## src/hw/rtl/cfc_pkg.sv

```systemverilog
package cfc_pkg;

  localparam int unsigned MaxFrameDef = 200;

  localparam logic [15:0] CrcInit  = 16'hFFFF;
  localparam logic [15:0] CrcPoly  = 16'hA001;
  localparam logic [7:0]  MinFrame = 8'd7;

  // byte positions inside a frame
  localparam logic [7:0] PosHeader  = 8'd0;
  localparam logic [7:0] PosAddress = 8'd1;
  localparam logic [7:0] PosCommand = 8'd2;
  localparam logic [7:0] PosLength  = 8'd3;

  typedef enum logic [1:0] {
    CFG_HEADER  = 2'd0,
    CFG_TRAILER = 2'd1,
    CFG_ADDRESS = 2'd2
  } cfg_reg_e;

  typedef enum logic {
    KIND_BYTE = 1'b0,
    KIND_IDLE = 1'b1
  } kind_e;

  typedef struct packed {
    logic [7:0] header_byte;
    logic [7:0] trailer_byte;
    logic [7:0] device_address;
  } cfg_t;

  // frame_good sits in the lowest bit
  typedef struct packed {
    logic [7:0] byte_total;
    logic [7:0] payload_length;
    logic [7:0] command_code;
    logic       frame_good;
  } result_t;

  function automatic logic [15:0] crc16_byte(input logic [15:0] crc, input logic [7:0] b);
    logic [15:0] c;
    c = crc ^ {8'h00, b};
    for (int i = 0; i < 8; i++) begin
      c = c[0] ? ((c >> 1) ^ CrcPoly) : (c >> 1);
    end
    return c;
  endfunction

endpackage

```

## src/hw/rtl/crc16_frame_checker_core.sv

```systemverilog
// Frame checker for byte streams: header, address, command, length, payload,
// CRC-16/Modbus (low byte first) and trailer. Each slave transaction is either
// a received byte (tuser 0) or a line-idle event (tuser 1); an idle event yields
// one master transaction with the verdict and clears the frame state. One
// transaction is taken every cycle; an idle event waits in the input register
// while its verdict is formed from the frame state and loaded into the result
// register, which then offers it. The combinational eight-bit CRC update sets
// the rate. A stalled result holds up the input only once an idle event
// reaches the input register; received bytes flow past it.
module crc16_frame_checker_core #(
  parameter int unsigned MaxFrame = cfc_pkg::MaxFrameDef
) (
  input  logic        clk_i,
  input  logic        rst_ni,
  input  logic        cfg_we_i,
  input  logic [1:0]  cfg_idx_i,
  input  logic [7:0]  cfg_wdata_i,
  input  logic        s_axis_tvalid,
  output logic        s_axis_tready,
  input  logic [7:0]  s_axis_tdata,   // rx_byte
  input  logic [0:0]  s_axis_tuser,   // kind
  output logic        m_axis_tvalid,
  input  logic        m_axis_tready,
  output logic [31:0] m_axis_tdata    // frame_good, command_code, payload_length,
                                      // byte_total, zero fill
);
  import cfc_pkg::*;

  cfg_t    cfg_q;
  logic    in_vld_q;
  kind_e   in_kind_q;
  logic [7:0] in_byte_q;
  logic    out_vld_q;
  result_t out_q;
  result_t result;
  logic    advance;

  assign advance = in_vld_q && ((in_kind_q == KIND_BYTE) || !out_vld_q || m_axis_tready);
  assign s_axis_tready = !in_vld_q || advance;

  always_ff @(posedge clk_i or negedge rst_ni) begin
    if (!rst_ni) begin
      cfg_q <= '0;
    end else if (cfg_we_i) begin
      case (cfg_idx_i)
        CFG_HEADER:  cfg_q.header_byte    <= cfg_wdata_i;
        CFG_TRAILER: cfg_q.trailer_byte   <= cfg_wdata_i;
        CFG_ADDRESS: cfg_q.device_address <= cfg_wdata_i;
        default: ;
      endcase
    end
  end

  always_ff @(posedge clk_i or negedge rst_ni) begin
    if (!rst_ni) begin
      in_vld_q <= 1'b0;
    end else if (s_axis_tvalid && s_axis_tready) begin
      in_vld_q <= 1'b1;
    end else if (advance) begin
      in_vld_q <= 1'b0;
    end
  end

  always_ff @(posedge clk_i) begin
    if (s_axis_tvalid && s_axis_tready) begin
      in_kind_q <= kind_e'(s_axis_tuser[0]);
      in_byte_q <= s_axis_tdata;
    end
  end

  cfc_frame_eval #(
    .MaxFrame(MaxFrame)
  ) u_eval (
    .clk_i    (clk_i),
    .rst_ni   (rst_ni),
    .proc_en_i(advance),
    .kind_i   (in_kind_q),
    .rx_byte_i(in_byte_q),
    .cfg_i    (cfg_q),
    .result_o (result)
  );

  always_ff @(posedge clk_i or negedge rst_ni) begin
    if (!rst_ni) begin
      out_vld_q <= 1'b0;
    end else if (advance && (in_kind_q == KIND_IDLE)) begin
      out_vld_q <= 1'b1;
    end else if (m_axis_tready) begin
      out_vld_q <= 1'b0;
    end
  end

  always_ff @(posedge clk_i) begin
    if (advance && (in_kind_q == KIND_IDLE)) begin
      out_q <= result;
    end
  end

  assign m_axis_tvalid = out_vld_q;
  assign m_axis_tdata  = {7'b0, out_q};

endmodule

```

## src/hw/rtl/cfc_frame_eval.sv

```systemverilog
module cfc_frame_eval #(
  parameter int unsigned MaxFrame = cfc_pkg::MaxFrameDef
) (
  input  logic             clk_i,
  input  logic             rst_ni,
  input  logic             proc_en_i,
  input  cfc_pkg::kind_e   kind_i,
  input  logic [7:0]       rx_byte_i,
  input  cfc_pkg::cfg_t    cfg_i,
  output cfc_pkg::result_t result_o
);
  import cfc_pkg::*;

  localparam logic [7:0] MaxCnt = 8'(MaxFrame);

  logic [7:0]  count_q, count_d;
  logic [15:0] crc_q, crc_d;
  logic [7:0]  tail_q [3];
  logic [7:0]  tail_d [3];
  logic        head_ok_q, head_ok_d;
  logic [7:0]  len_q, len_d;
  logic [7:0]  cmd_q, cmd_d;
  logic        ovf_q, ovf_d;
  logic        good;

  always_comb begin
    good = !ovf_q
        && (count_q >= MinFrame)
        && head_ok_q
        && (len_q == 8'(count_q - MinFrame))
        && (tail_q[0] == cfg_i.trailer_byte)
        && (tail_q[1] == crc_q[15:8])
        && (tail_q[2] == crc_q[7:0]);
    result_o.frame_good     = good;
    result_o.command_code   = cmd_q;
    result_o.payload_length = len_q;
    result_o.byte_total     = count_q;
  end

  always_comb begin
    count_d   = count_q;
    crc_d     = crc_q;
    tail_d    = tail_q;
    head_ok_d = head_ok_q;
    len_d     = len_q;
    cmd_d     = cmd_q;
    ovf_d     = ovf_q;
    if (proc_en_i) begin
      if (kind_i == KIND_IDLE) begin
        count_d   = '0;
        crc_d     = CrcInit;
        tail_d    = '{default: '0};
        head_ok_d = 1'b0;
        len_d     = '0;
        cmd_d     = '0;
        ovf_d     = 1'b0;
      end else if (count_q >= MaxCnt) begin
        ovf_d = 1'b1;
      end else begin
        case (count_q)
          PosHeader:  head_ok_d = (rx_byte_i == cfg_i.header_byte);
          PosAddress: head_ok_d = head_ok_q && (rx_byte_i == cfg_i.device_address);
          PosCommand: cmd_d = rx_byte_i;
          PosLength:  len_d = rx_byte_i;
          default: ;
        endcase
        if (count_q >= PosLength) begin
          crc_d = crc16_byte(crc_q, tail_q[2]);
        end
        tail_d[2] = tail_q[1];
        tail_d[1] = tail_q[0];
        tail_d[0] = rx_byte_i;
        count_d   = count_q + 8'd1;
      end
    end
  end

  always_ff @(posedge clk_i or negedge rst_ni) begin
    if (!rst_ni) begin
      count_q   <= '0;
      crc_q     <= CrcInit;
      tail_q    <= '{default: '0};
      head_ok_q <= 1'b0;
      len_q     <= '0;
      cmd_q     <= '0;
      ovf_q     <= 1'b0;
    end else begin
      count_q   <= count_d;
      crc_q     <= crc_d;
      tail_q    <= tail_d;
      head_ok_q <= head_ok_d;
      len_q     <= len_d;
      cmd_q     <= cmd_d;
      ovf_q     <= ovf_d;
    end
  end

endmodule

```

## config.mk

```make
export PLATFORM = sky130hd
export DESIGN_NAME = crc16_frame_checker_core
export DESIGN_NICKNAME = d
export VERILOG_FILES = /design/src/hw/rtl/cfc_pkg.sv /design/src/hw/rtl/crc16_frame_checker_core.sv /design/src/hw/rtl/cfc_frame_eval.sv
export SDC_FILE = /design/constraint.sdc
export NUM_CORES = 1
export LEC_CHECK = 0
export BUFFER_PORTS_ARGS = -buffer_cell sky130_fd_sc_hd__buf_4
export CORE_MARGIN = 2
export CORE_UTILIZATION = 55
export DETAILED_ROUTE_END_ITERATION = 8
export PLACE_DENSITY = 0.75
export SYNTH_ARGS = -nofsm -noshare
export SYNTH_HDL_FRONTEND = slang
export SYNTH_SLANG_ARGS = --single-unit
```

## constraint.sdc

```tcl
create_clock -name clk_i -period 4.03 [get_ports clk_i]
set_input_delay 0.6045 -clock clk_i [delete_from_list [all_inputs] [get_ports clk_i]]
set_output_delay 0.6045 -clock clk_i [all_outputs]
set_load 0.005 [all_outputs]
```

== Yosys cells after proc, flatten, opt, wreduce, memory -nomap -nowiden ==
Cells that the tools add are included.
Widths: inputs -> output; s select.

* Reduce and logical (&&, ||, !) cells: 34
* Equal/unequal tests: 12
* Mux-type cells: 30
* Order comparisons: 3
* Bitwise operators: 10
* $add $sub $neg: 2

{| class="wikitable"
|+ Operators by type and width
! kind !! number
|-
| $mux 16 || 11
|-
| $mux 8 || 8
|-
| $eq 8x8->1 || 6
|-
| $mux 24 || 2
|-
| $not 2->3 || 8
|-
| $eq 8x2->1 const B || 2
|-
| $xor 16x8->16 || 1
|-
| $reduce_and 3->1 || 4
|-
| $reduce_bool 2->1 || 6
|-
| $logic_and 1x1->1 || 10
|-
| $reduce_and 2->1 || 5
|-
| $add 8x1->8 const B || 1
|-
| $eq 8x1->1 const B || 1
|-
| $ge 8x2->1 const B || 1
|-
| $ge 8x3->1 const B || 1
|-
| $ge 8x8->1 const B || 1
|-
| $logic_not 8->1 || 1
|-
| $mux 1 || 8
|-
| $sub 8x3->8 const B || 1
|-
| $logic_not 1->1 || 3
|-
| $logic_or 1x1->1 || 3
|-
| $reduce_bool 3->1 || 1
|-
| $eq 2x1->1 const B || 1
|-
| $eq 2x2->1 const B || 1
|-
| 4 further kinds || 4
|}

* Input bits: 24
* Register bits after elaboration: 126
* Output and inout bits: 34

== Logic depth before layout (Yosys ltp) ==
* Depth after elaboration: 20
* Depth in mapped cells: 7

== Modules after synthesis ==
Synthesis repeated with hierarchy kept, for this count alone.

* Cells, all modules: 429
* Area, all modules: 5632.9 sq um

{| class="wikitable"
|+ Modules (own cells, without submodules)
! module !! cells each !! instances !! area each (sq um) !! seq. area each (sq um)
|-
| cfc_frame_eval || 326 || 1 || 3544.6 || 1671.6
|-
| crc16_frame_checker_core || 103 || 1 || 2088.3 || 1671.6
|}

== Worst setup path before layout ==
Ideal clock, no wire load.

* Path type: reg2reg
* Start: register in_kind_q
* End: register out_q (netlist bit m_axis_tdata[0]) (enable)
* Arrival time: 2.870 ns
* Buffers on the path: 1
* Stages on the path, launching flop included: 4
* Slack: 0.709 ns
* Path through: edfxtp_1 > clkbuf_1 > inv_1 > nor3_1

* Word-level cells in the longest chain between the ends: 5

{| class="wikitable"
|+ Ends and longest elaborated chain
! element !! RTL line !! RTL
|-
| from (decl) || crc16_frame_checker_core.sv:31 || <nowiki>kind_e in_kind_q;</nowiki>
|-
| from (signal assigned) || crc16_frame_checker_core.sv:66 || <nowiki>in_kind_q <= kind_e'(s_axis_tuser[0]);</nowiki>
|-
| $not 1->1 || crc16_frame_checker_core.sv:38 || <nowiki>assign advance = in_vld_q && ((in_kind_q == KIND_BYTE) || !out_vld_q || m_axis_tready);</nowiki>
|-
| $logic_or 1x1->1 (2 in a row) || crc16_frame_checker_core.sv:38 ||
|-
| $logic_and 1x1->1 || crc16_frame_checker_core.sv:38 ||
|-
| $logic_and 1x1->1 * || crc16_frame_checker_core.sv:94 || <nowiki>if (advance && (in_kind_q == KIND_IDLE)) begin</nowiki>
|-
| to (signal assigned) || crc16_frame_checker_core.sv:95 || <nowiki>out_q <= result;</nowiki>
|-
| to (decl) || crc16_frame_checker_core.sv:34 || <nowiki>result_t out_q;</nowiki>
|}

Every way passes the cells marked *; elsewhere a longest branch is shown, timed or not.
A chain may end at the register's enable or synchronous reset.

== Worst setup path in the final report ==
* Start: register in_kind_q
* End: output s_axis_tready

* Word-level cells in the longest chain between the ends: 5

{| class="wikitable"
|+ Ends and longest elaborated chain
! element !! RTL line !! RTL
|-
| $not 1->1 || crc16_frame_checker_core.sv:38 ||
|-
| $logic_or 1x1->1 (2 in a row) || crc16_frame_checker_core.sv:38 ||
|-
| $logic_and 1x1->1 || crc16_frame_checker_core.sv:38 ||
|-
| $logic_or 1x1->1 || crc16_frame_checker_core.sv:39 || <nowiki>assign s_axis_tready = !in_vld_q || advance;</nowiki>
|-
| to (decl) || crc16_frame_checker_core.sv:19 || <nowiki>output logic s_axis_tready,</nowiki>
|}

No other way between the ends.

==> flow_metrics.tcl <==
set metrics [dict create \
    num_vias 3765 \
    syn_area_um2 5740 \
    max_cap_violations 0 \
    core-area_um2 10200 \
    post_synth.cell_area_avg_um2 12.9 \
    dieArea_um2 11300 \
    grt_pass1_wl_um 20300 \
    grt_max_degree 71 \
    cts-buffers-inserted 17 \
    final-hold-violation-count 0 \
    setup_violations 0 \
    root_buffer "clkbuf_8" \
    placedCellCount 616 \
    p_comb_frac 0.209 \
    synth-simple-area-share 0.0816 \
    p_leak_nw 2.90 \
    drt_wl_total_um 12300 \
    p_int_mw 2.94 \
    cts_setup_buffers 0 \
    cts_max_path_buffers 2 \
    worst_pin_slew_ns 0.974 \
    antenna_found_initial 0 \
    ys_types 54 \
    clkPwrFrac 0.347 \
    grt_overflow 0 \
    portBuffers 50 \
    start_util 0.561 \
    synth-async-reset-ratio 0.730 \
    drive_gt1_frac 0.268 \
    cts_tree "built" \
    worstPathMaxFanout 31 \
    r2r_slack_ns 1.48 \
    cts_hold_buffers 0 \
    power.share.switching 0.303 \
    synth_mux_area_frac 0.0787 \
    ys_ff_latch 126 \
    synth_common_cells "76 x dfrtp_1, 47 x xnor2_1, 34 x edfxtp_1" \
    wl_per_cell_um 18.9 \
    syn_inst 444 \
    die_x_um 106 \
    path_clk_slew_ns 0.06 \
    rows 37 \
    clock_latency_ns 0.52 \
    antenna_left 0 \
    cpPeakStageDelay_ns 0.99 \
    ios 58 \
    synth_edf_count 34 \
    cts.sinks 126 \
    antenna_cells 0 \
    drtPass1Iterations 5 \
    rsz0062_at_grt "false" \
    routed_via_density 5.81 \
    yosys_warnings 0 \
    holdCritPathClass "in -> async" \
    track_usage 0.236 \
    crit_chain "and3b_1, nand2_1, buf_4" \
    final_cells 648 \
    synth_top_cell_by_area "dfrtp_1" \
    drtIter0Drc 175 \
    crit_path_end_kind "output port" \
    fmax_mhz 360 \
    synth_top_area_share 0.331 \
    critPathTopFamily "flip-flops" \
    critical_path_class "reg -> out" \
    min_period_ns 2.78 \
    finalSetupTns_ns 0 \
    power_switching_mw 1.28 \
    route.detailed.drc 0 \
    seq_power_share 0.444 \
    synthAdderAreaFrac 0.0153 \
    htreeDepth 4 \
    area_delta_synth_final_pct 18.0 \
    post-synth-top-count-cell "dfrtp_1" \
    slew_headroom 0.351 \
    gp_congestion 0.836 \
    die_h_um 106 \
    synthFlopType "dfrtp_1" \
    netlist_top_cells_area "dfrtp_1 33%, edfxtp_1 18%, dfstp_2 7.3%" \
    synth_xor_area_frac 0.0988 \
    status "complete, no violations" \
    path_buf_inv 1 \
    synth_top_family_by_area "compound AO/OA/AOI/OAI gates" \
    peakVddDrop_mv 0.303 \
    slew_violations 0 \
    critical_path_required_ns 3.43 \
    worst_clock_skew_ns 0.00713 \
    critPathArrivalTime_ns 2.17 \
    setup.worst_path.start_class "flop" \
    grt_pass1_vias 3817 \
    power.density_nw_per_um2 624 \
    cts_resized 0 \
    critPathSlowestCell "edfxtp_1" \
    period_share 0.689 \
    dp_hpwl_um 8180 \
    nets 530 \
    ys_seq_area_frac 0.583 \
    synth_compound_area_frac 0.114 \
]
## per-layer routing
metal	GRT usage	share of wire
met5	0	0
met4	0.0949	0.024
met3	0.0564	0.053
met2	0.359	0.49
met1	0.328	0.43
## placed cells by master, fill, tap and decap left out, types with 8 or more instances in the layout
master	n
dfrtp_1	76
a22o_1	17
xnor2_1	47
nand4_1	9
xor2_1	15
o21ai_0	25
nand2_1	33
a22oi_1	8
mux2i_1	17
mux2_2	24
dfstp_2	16
edfxtp_1	34
buf_4	54
clkbuf_16	16
o22a_1	16
## final cells by class
cell class,count,area [um2]
Clock inverter,15,153
Fill cell,746,3460
Multi-Input combinational cell,293,2260
Inverter,7,26.3
Tap cell,136,170
Sequential cell,126,3340
Timing Repair Buffer,54,405
Clock buffer,17,414
## state kept, by name, indices dropped and copies added (netlist names)
name / flops
u_eval.crc_q: 16
m_axis_tdata: 25
in_byte_q: 8
u_eval.count_q: 8
m_axis_tvalid: 1
u_eval.head_ok_q: 1
cfg_q: 24
u_eval.tail_q: 24
u_eval.cmd_q: 8
in_vld_q: 1
in_kind_q: 1
u_eval.ovf_q: 1
u_eval.len_q: 8
## cells by family after synthesis
kind of cell | after synthesis
simple gates | 83
compound gates | 91
xor+xnor | 63
flops | 126
buf+inv | 31
mux | 42
other cells | 1
fa+ha+maj | 7
## power groups by stage
stage	clock, mW	sequential (mW)	combinational [mW]
detailed placement	0	1.89	0.884
global route	1.54	1.91	0.979
CTS	1.48	1.87	0.895
finish	1.46	1.88	0.884
floorplan	0	1.80	0.689
global placement	0	1.88	0.851
## worst paths after layout
path	start	cells after the start	to
min in group clk_i	s_axis_tdata[4]	1	in_byte_q[4]$_DFFE_PP_
max in group asynchronous	rst_ni	2	u_eval.crc_q[5]$_DFFE_PN1P_
max reg2reg	in_kind_q$_DFFE_PP_	6	u_eval.head_ok_q$_DFFE_PN0P_
min reg2reg	u_eval.cmd_q[2]$_DFFE_PN0P_	0	m_axis_tdata[3]$_DFFE_PP_
max	in_kind_q$_DFFE_PP_	3	s_axis_tready
min	rst_ni	1	cfg_q[17]$_DFFE_PN0P_
## stage by stage
step                      hold slack, ns  total power, mW   util  worst slack, ns  instance area [um2]
after detailed placement           0.472             2.78  0.606             1.54                 6200
final                              0.197             4.23  0.662             1.25                 6770
after global placement             0.467             2.73  0.606             1.59                 6200
after CTS                          0.228             4.25  0.662             1.25                 6770
after global routing               0.234             4.43  0.662             1.11                 6770
after floorplan                    0.309             2.49      -            0.709                 5760
No activity file was read; power rests on OpenSTA's default activity.
